File: config.mk
export PLATFORM = sky130hd
export DESIGN_NAME = lsac_ctrl
export DESIGN_NICKNAME = d
export VERILOG_FILES = /design/src/design/lsac_pkg.sv /design/src/design/lsac_ctrl.sv
export SDC_FILE = /design/constraint.sdc
export NUM_CORES = 1
export LEC_CHECK = 0
export BUFFER_PORTS_ARGS = -buffer_cell sky130_fd_sc_hd__buf_2
export CORE_MARGIN = 3
export CORE_UTILIZATION = 48
export CTS_CLUSTER_DIAMETER = 60
export CTS_CLUSTER_SIZE = 10
export DETAILED_ROUTE_END_ITERATION = 10
export PLACE_DENSITY = 0.75
export RECOVER_POWER = 25
export SLEW_MARGIN = 5
export SYNTH_ARGS = -nofsm -noshare
export SYNTH_HDL_FRONTEND = slang
export SYNTH_SLANG_ARGS = --single-unit
File: constraint.sdc
create_clock -name clk -period 1.61 [get_ports clk]
set_clock_uncertainty 0.05 [all_clocks]
set_input_delay 0 -clock clk [delete_from_list [all_inputs] [get_ports clk]]
set_output_delay 0 -clock clk [all_outputs]
set_load 0.02 [all_outputs]
File: src/design/lsac_pkg.sv
// Package for the LRU set-associative cache model.
// Holds sizes, line and row types, register indexes and the controller/datapath structs.
// No dependencies.
`timescale 1ns / 1ps
package lsac_pkg;
    localparam int MAX_INDEX_BITS = 10;
    localparam int WAYS           = 8;
    localparam int ADDR_WIDTH     = 64;
    localparam int COUNT_WIDTH    = 32;
    localparam int NUM_SETS       = 1 << MAX_INDEX_BITS;
    localparam int SET_W          = MAX_INDEX_BITS;
    localparam int AGE_W          = 3;
    localparam int NW_W           = 4;
    localparam int SPLIT_W        = 7;
    localparam int CFG_IDX_W      = 2;
    localparam int CFG_DATA_W     = 6;

    localparam logic [CFG_IDX_W-1:0] CFG_INDEX_BITS  = 2'd0;
    localparam logic [CFG_IDX_W-1:0] CFG_OFFSET_BITS = 2'd1;
    localparam logic [CFG_IDX_W-1:0] CFG_WAYS_IN_USE = 2'd2;

    localparam logic [AGE_W-1:0] AGE_MAX = AGE_W'(WAYS - 1);

    typedef struct packed {
        logic [ADDR_WIDTH-1:0] tag;
        logic                  valid;
        logic                  dirty;
        logic [AGE_W-1:0]      age;
    } line_t;

    typedef line_t [WAYS-1:0] row_t;

    typedef struct packed {
        logic             capture;
        logic             update;
        logic             clear_wr;
        logic [SET_W-1:0] clear_idx;
    } lsac_cmd_t;

    typedef struct packed {
        logic out_busy;
    } lsac_stat_t;
endpackage

File: src/design/lsac_ctrl.sv
// Controller state machine for the cache model: clearing sweep, accept, update.
// Depends on lsac_pkg.
`timescale 1ns / 1ps
module lsac_ctrl (
    input  logic               clk,
    input  logic               rst_n,
    input  logic               in_valid,
    output logic               in_ready,
    input  lsac_pkg::lsac_stat_t stat,
    output lsac_pkg::lsac_cmd_t  cmd
);
    import lsac_pkg::*;

    typedef enum logic [1:0] {S_CLEAR, S_IDLE, S_UPDATE} state_t;

    state_t           state_reg;
    logic [SET_W-1:0] clr_idx_reg;
    logic             in_ready_reg;

    assign in_ready      = in_ready_reg;
    assign cmd.capture   = in_valid && in_ready_reg;
    assign cmd.update    = (state_reg == S_UPDATE) && !stat.out_busy;
    assign cmd.clear_wr  = (state_reg == S_CLEAR);
    assign cmd.clear_idx = clr_idx_reg;

    always_ff @(posedge clk or negedge rst_n)
    begin
        if (!rst_n)
        begin
            state_reg    <= S_CLEAR;
            clr_idx_reg  <= '0;
            in_ready_reg <= 1'b0;
        end
        else
        begin
            case (state_reg)
                S_CLEAR:
                begin
                    clr_idx_reg <= clr_idx_reg + 1'b1;
                    if (clr_idx_reg == SET_W'(NUM_SETS - 1))
                    begin
                        state_reg    <= S_IDLE;
                        in_ready_reg <= 1'b1;
                    end
                end
                S_IDLE:
                begin
                    if (in_valid && in_ready_reg)
                    begin
                        state_reg    <= S_UPDATE;
                        in_ready_reg <= 1'b0;
                    end
                end
                S_UPDATE:
                begin
                    if (!stat.out_busy)
                    begin
                        state_reg    <= S_IDLE;
                        in_ready_reg <= 1'b1;
                    end
                end
                default:
                begin
                    state_reg    <= S_CLEAR;
                    in_ready_reg <= 1'b0;
                end
            endcase
        end
    end
endmodule

==> summary.txt, run 1 <==
Timing
  • RSZ-0062 raised after global routing: false
  • Fin crit period: 1.386 ns
  • Slew @ Worst Pin: between 0.7 and 0.8 ns
  • Setup violators final: 0
  • Final Hold Fails: 0
  • Fin crit share: 86.07%
  • Slew headroom: 52.97%
  • Max-slew violation count: 0
  • Max Freq: 721.6 MHz
  • Setup_tns: 0 ns
  • Final WS setup: 0.2242 ns
  • Fin Hold WS: approximately 0.040 ns

Yosys
  • Syn Std Cell Area: 630.6 um2
  • Most common flop cell mapped by yosys: dfrtp_1
  • Post-Synthesis Cells: 54
  • Seq/Total Area, Yosys: 51.59%
  • Post-synth EDFFs: 0
  • Synthesized area per cell: 11.68 um2
  • Ranking of synthesized cells by area: dfrtp_1 (52%), xnor2_1 (6.9%), xor2_1 (5.6%)
  • Async S/R FF share, synth: 100.0%
  • Synth Net Count: 59
  • Area fraction of the dominant cell type after synthesis: roughly half
  • Library cells used by synthesis: 22
  • FF+latch count, synth: 13
  • Syn. warnings: 0
  • Leading area contributor after synthesis: dfrtp_1

Pwr
  • Seq pwr share: 61.0%
  • Combinational Power Share: 2.8%
  • P_leak: around 0.36 nW
  • VDD IR-drop max: between 0.0006 and 0.0007 V
  • Sw Ratio: 19.89%
  • P_int: 428.3 uW
  • Sw power: 106.4 uW
  • Clock power share: 36.2%
  • Power per cell area: 687.0 nW/um2

Detailed routing
  • Avg WL per Cell: between 10 and 15 um
  • Antenna Nets Post-Route: 0
  • Initial DRC Count: 0
  • Overall routed net length: 1108 um
  • Via-to-Cell Ratio: approximately 5
  • Drt drc: 0
  • Vias: 466
  • Drt pass-1 iters: 1

Global routing
  • Number of global-route vias before repair: 450
  • Tot GR Track Use: 13.96%
  • Largest net degree at the start of global routing: 14
  • GRT overflow: 0
  • First-pass GRT wire length: 1994 um
  • Initial antenna violation count: 0

Floorplanning
  • Std cell rows: 12
  • Starting Density: 53.85%
  • Die area: 1785 um2
  • Core Area: about 1200 um2
  • Die Y: 42.25 um
  • DIE WIDTH: 42.25 um
  • Io pins: 18

Hold path
  • Cell depth of the worst min-delay path: 3
  • Class of the worst hold path: in2reg

Clock tree
  • CTS HTree Levels: 1
  • Max clock buf depth: 2
  • Post-CTS setup buffer count: 0
  • CTS Buf Count: 3
  • Clk_lat worst skew: 0.26 ns
  • Clk root buf: clkbuf_4
  • CTS tree: yes
  • CTS clk-pin slew, worst paths: 0.08 ns
  • Sinks on Clock Net: 13

Place
  • Placed cell areas: 733.2 um2
  • Placer congestion estimate: 0.7164
  • Port bufs: 17
  • Pre-CTS setup slack: 0.2294 ns
  • Hpwl dp: 847 um

Worst setup path
  • R2R Setup Slk: 0.22 ns
  • Slowest Stage Delay on Critical Path: 0.45 ns
  • Crit path arrival time: approximately 1.5 ns
  • FF-to-FF End: state_reg[0]$_DFFE_PN0P_
  • CP endpoint kind: register
  • CP cell instances: ha_1, nand3_1, nor3_1, a221o_2
  • Crit path launch: clr_idx_reg[1]$_DFFE_PN0P_
  • Startpoint types: register
  • Worst r2r src: clr_idx_reg[1]$_DFFE_PN0P_
  • CP top delay family: flip-flops
  • Buf/Inv on CP: 0
  • Worst setup path end: state_reg[0]$_DFFE_PN0P_
  • Slowest-stage cell, CP: dfrtp_1
  • FF-to-FF path depth: 4
  • Instance count on the critical path: 4
  • Setup CP Type: reg2reg
  • Worst Path Max Fanout: 5
  • Crit path required time: 1.71 ns

Finish
  • Filler cells: 106
  • Final Util: 66.45%
  • Final nets: 83
  • Number of diodes: 0
  • Finished Cell Area: 778.2 um2
  • Layout area overhead: 23.41%
  • Max reg flops: 10
  • Layout cells sized above 1: 33.77%
  • Commonest non-fill, non-tap cell in the layout: buf_2
  • Most frequent cells in the layout: buf_2 (16), dfrtp_1 (13), nand2_1 (5), xnor2_1 (5)

Run
  • Max-cap violations: 0

Status
  • Outcome: complete, no violations
-- logic make-up (layout without fill, tap and decap cells) --
kind of cell | Yosys count | in the layout | share of synthesized area (%)
AO/OA/AOI/OAI | 5 | 5 | 6.746
XOR/XNOR | 9 | 9 | 12.50
adder cells (fa/ha/maj) | 1 | 1 | 1.984
buffers and inverters | 2 | 25 | 1.191
flip-flops | 13 | 13 | 51.59
multiplexers | 1 | 1 | 1.786
AND/OR/NAND/NOR | 23 | 23 | 24.21
-- power groups by stage --
stage	combinational [mW]	sequential (mW)	clock, mW
after floorplan	0.00169	0.333	0
after global placement	0.0120	0.333	0
after detailed placement	0.0123	0.333	0
after CTS	0.0158	0.326	0.197
after global routing	0.0178	0.326	0.220
final	0.0151	0.326	0.193
-- synth_stat cells, types with 2 or more instances --
master and number:
nand2_1 5, xor2_1 4, nor3_1 3, nand3_1 2, nand4_1 4, inv_1 2
dfrtp_1 13, nor2_1 2, o21ai_0 2, xnor2_1 5
-- worst min-delay path: stages --
cell     delay, ns
buf_2         0.09
and2b_1       0.11
a22o_2        0.12
-- what timing repair did --
item | in CTS | in global routing
hold endpoints to repair | 14 | 0
resized for setup | 0 | 0
hold buffers | 2 | 0
-- final cells by class --
class                           count  area (um2)  share of cell area, %
Inverter                            2       7.507                 0.9646
Clock buffer                        4       26.28                  3.376
Multi-Input combinational cell     39       297.8                  38.26
Timing Repair Buffer               19       103.9                  13.34
Sequential cell                    13       325.3                  41.80
Tap cell                           14       17.52                  2.251
-- metal layers --
metal / track usage, % / wire, um / share of wire (%)
met5: 0 / 0 / 0
met3: 3.004 / 63 / 5.7
met1: 19.09 / 526 / 47
met2: 24.01 / 517 / 47
met4: 0 / 0 / 0
-- how the worst min path moves through the flow --
stage | start | end
4_1_cts | stat | state_reg[1]$_DFFE_PN0P_
3_3_place_gp | rst_n | clr_idx_reg[3]$_DFFE_PN0P_
3_5_place_dp | rst_n | clr_idx_reg[4]$_DFFE_PN0P_
5_1_grt | stat | state_reg[1]$_DFFE_PN0P_
2_1_floorplan | rst_n | clr_idx_reg[0]$_DFFE_PN0P_
6_report | stat | state_reg[1]$_DFFE_PN0P_
-- metrics by stage --
step,instances,power (mW)
floorplan,54,0.3345
global placement,85,0.3446
detailed placement,85,0.3450
CTS,91,0.5390
global route,91,0.5639
finish,91,0.5346
(Power assumes the default switching activity.)
==> run 2: changes to the inputs <==
--- a/config.mk
+++ b/config.mk
@@ -6,12 +6,14 @@
 export NUM_CORES = 1
 export LEC_CHECK = 0
 export BUFFER_PORTS_ARGS = -buffer_cell sky130_fd_sc_hd__buf_2
+export CELL_PAD_IN_SITES_DETAIL_PLACEMENT = 0
+export CELL_PAD_IN_SITES_GLOBAL_PLACEMENT = 1
 export CORE_MARGIN = 3
-export CORE_UTILIZATION = 48
+export CORE_UTILIZATION = 37
 export CTS_CLUSTER_DIAMETER = 60
 export CTS_CLUSTER_SIZE = 10
 export DETAILED_ROUTE_END_ITERATION = 10
-export PLACE_DENSITY = 0.75
+export PLACE_DENSITY_LB_ADDON = 0.1
 export RECOVER_POWER = 25
 export SLEW_MARGIN = 5
 export SYNTH_ARGS = -nofsm -noshare
==> summary.txt, run 2 (synthesis results as in run 1) <==
Worst setup path
  • CP endpoint kind: register
  • Crit path arrival time: 1.50 ns (+0.02 ns)
  • Setup CP Type: reg2reg
  • Worst Path Max Fanout: 5 (unchanged)
  • Startpoint types: register
  • Crit path required time: 1.72 ns (about the same)

Detailed routing
  • Antenna Nets Post-Route: 0 (unchanged)
  • Overall routed net length: 1141 um (+3.0%)
  • Initial DRC Count: 3 (+3)
  • Vias: 476 (+2.1%)
  • Avg WL per Cell: 12.27 um (+0.76%)
  • Drt drc: 0 (unchanged)
  • Via-to-Cell Ratio: 5.118 (about the same)
  • Drt pass-1 iters: 2 (+1)

Finish
  • Max reg flops: 10 (unchanged)
  • Finished Cell Area: 780.7 um2 (+0.32%)
  • Final std cells w/o fill: 93 (+2.2%)
  • Most frequent cells in the layout: buf_2 (16), dfrtp_1 (13), nand2_1 (5), xnor2_1 (5)
  • Layout area overhead: 23.81%
  • Final Util: 50.08% (-16 points)
  • Final nets: 83 (unchanged)
  • Number of diodes: 0 (unchanged)
  • Commonest non-fill, non-tap cell in the layout: buf_2
  • Layout cells sized above 1: 33.77% (unchanged)

Status
  • Outcome: complete, no violations

Pwr
  • Seq pwr share: 60.0% (-1.0 points)
  • Power, Total: 543.5 uW (+1.7%)
  • Sw power: 114.9 uW (+8.1%)
  • VDD IR-drop max: 0.0003246 V (-47%)
  • Combinational Power Share: 2.8% (about the same)
  • P_int: 428.6 uW (about the same)
  • Clock power share: 37.2% (+1.0 points)
  • Sw Ratio: 21.15% (+1.3 points)
  • P_leak: 0.3598 nW (unchanged)
  • Power per cell area: 696.1 nW/um2 (+1.3%)

Timing
  • Final Hold Fails: 0 (unchanged)
  • Fin crit share: 85.95% (-0.12 points)
  • Final WS setup: 0.2261 ns (+0.001925 ns)
  • Slew headroom: 52.56% (-0.41 points)
  • Max-slew violation count: 0 (unchanged)
  • Max Freq: 722.6 MHz (+0.14%)
  • Fin crit period: 1.384 ns (-0.001925 ns)
  • Slew @ Worst Pin: 0.7116 ns (+0.006118 ns)
  • Setup_tns: 0 ns (unchanged)
  • RSZ-0062 raised after global routing: false
  • Setup violators final: 0 (unchanged)
  • Fin Hold WS: 0.03196 ns (-0.008344 ns)

Floorplanning
  • Std cell rows: 14 (+2)
  • DIE WIDTH: 47.29 um (+12%)
  • Core Area: 1559 um2 (+33%)
  • Die Y: 47.29 um (+12%)
  • Die area: 2236 um2 (+25%)
  • Io pins: 18 (unchanged)
  • Starting Density: 40.45% (-13 points)

Global routing
  • Tot GR Track Use: 11.83% (-2.1 points)
  • Number of global-route vias before repair: 414 (-8.0%)
  • Initial antenna violation count: 0 (unchanged)
  • First-pass GRT wire length: 1835 um (-8.0%)
  • GRT overflow: 0 (unchanged)
  • Largest net degree at the start of global routing: 14 (unchanged)

Clock tree
  • Clk root buf: clkbuf_4
  • CTS clk-pin slew, worst paths: 0.08 ns (about the same)
  • Max clock buf depth: 2 (unchanged)
  • CTS HTree Levels: 1 (unchanged)
  • Sinks on Clock Net: 13 (unchanged)
  • CTS tree: yes
  • CTS Buf Count: 3 (unchanged)
  • Post-CTS setup buffer count: 0 (unchanged)
  • Clk_lat worst skew: 0.27 ns (about the same)

Place
  • Port bufs: 17 (unchanged)
  • Placer congestion estimate: 0.7283 (+1.7%)
  • Pre-CTS setup slack: 0.2286 ns (-0.0008040 ns)
  • Dpl cells: 87 (+2.4%)
  • Hpwl dp: 866 um (+2.2%)
  • Placed cell areas: 735.7 um2 (+0.34%)

Run
  • Max-cap violations: 0 (unchanged)

Hold path
  • Class of the worst hold path: in2reg
run 2: routing by layer:
metal,wire [um],share of wire [%],global-route usage [%],vias to the layer above
li1,-,-,-,241
met1,584,51,17.02,220
met2,492,43,16.31,15
met3,64,5.6,3.448,0
met4,0,0,4.972,0
met5,0,0,0,-
run 2: worst paths after layout:
path,depth (start not counted),startpoint,slack [ns],end
worst max-delay path,4,clr_idx_reg[0]$_DFFE_PN0P_,0.23,state_reg[0]$_DFFE_PN0P_
worst min-delay path,3,stat,0.03,state_reg[1]$_DFFE_PN0P_
worst max register to register,4,clr_idx_reg[0]$_DFFE_PN0P_,0.23,state_reg[0]$_DFFE_PN0P_
worst min register to register,1,clr_idx_reg[9]$_DFFE_PN0P_,0.43,clr_idx_reg[9]$_DFFE_PN0P_
max in group asynchronous,2,rst_n,0.83,clr_idx_reg[8]$_DFFE_PN0P_
min in group asynchronous,2,rst_n,0.23,clr_idx_reg[2]$_DFFE_PN0P_
run 2: cell type report:
cell class / count / area (um2)
clock buffers: 4 / 26.28
multi-input cells: 39 / 297.8
flip-flops and latches: 13 / 325.3
fillers: 143 / 778.2
well taps: 16 / 20.02
inverters: 2 / 7.507
repair buffers: 19 / 103.9
run 2: what timing repair did:
action / in CTS / in global routing
hold buffers: 2 / 0
endpoints found under the hold margin: 14 / 0
gates resized for setup: 0 / 0
run 2: power groups by stage:
stage / combinational (mW) / sequential, mW / clock [mW]
after floorplan: 0.00169 / 0.333 / 0
after global placement: 0.0124 / 0.333 / 0
after detailed placement: 0.0125 / 0.333 / 0
after CTS: 0.0162 / 0.326 / 0.210
after global routing: 0.0170 / 0.326 / 0.231
final: 0.0151 / 0.326 / 0.202
run 2: critical path: stages, from the launching register on:
cell and delay, ns:
dfrtp_1 0.44, ha_1 0.25, nand3_1 0.09, nor3_1 0.07, a221o_2 0.38
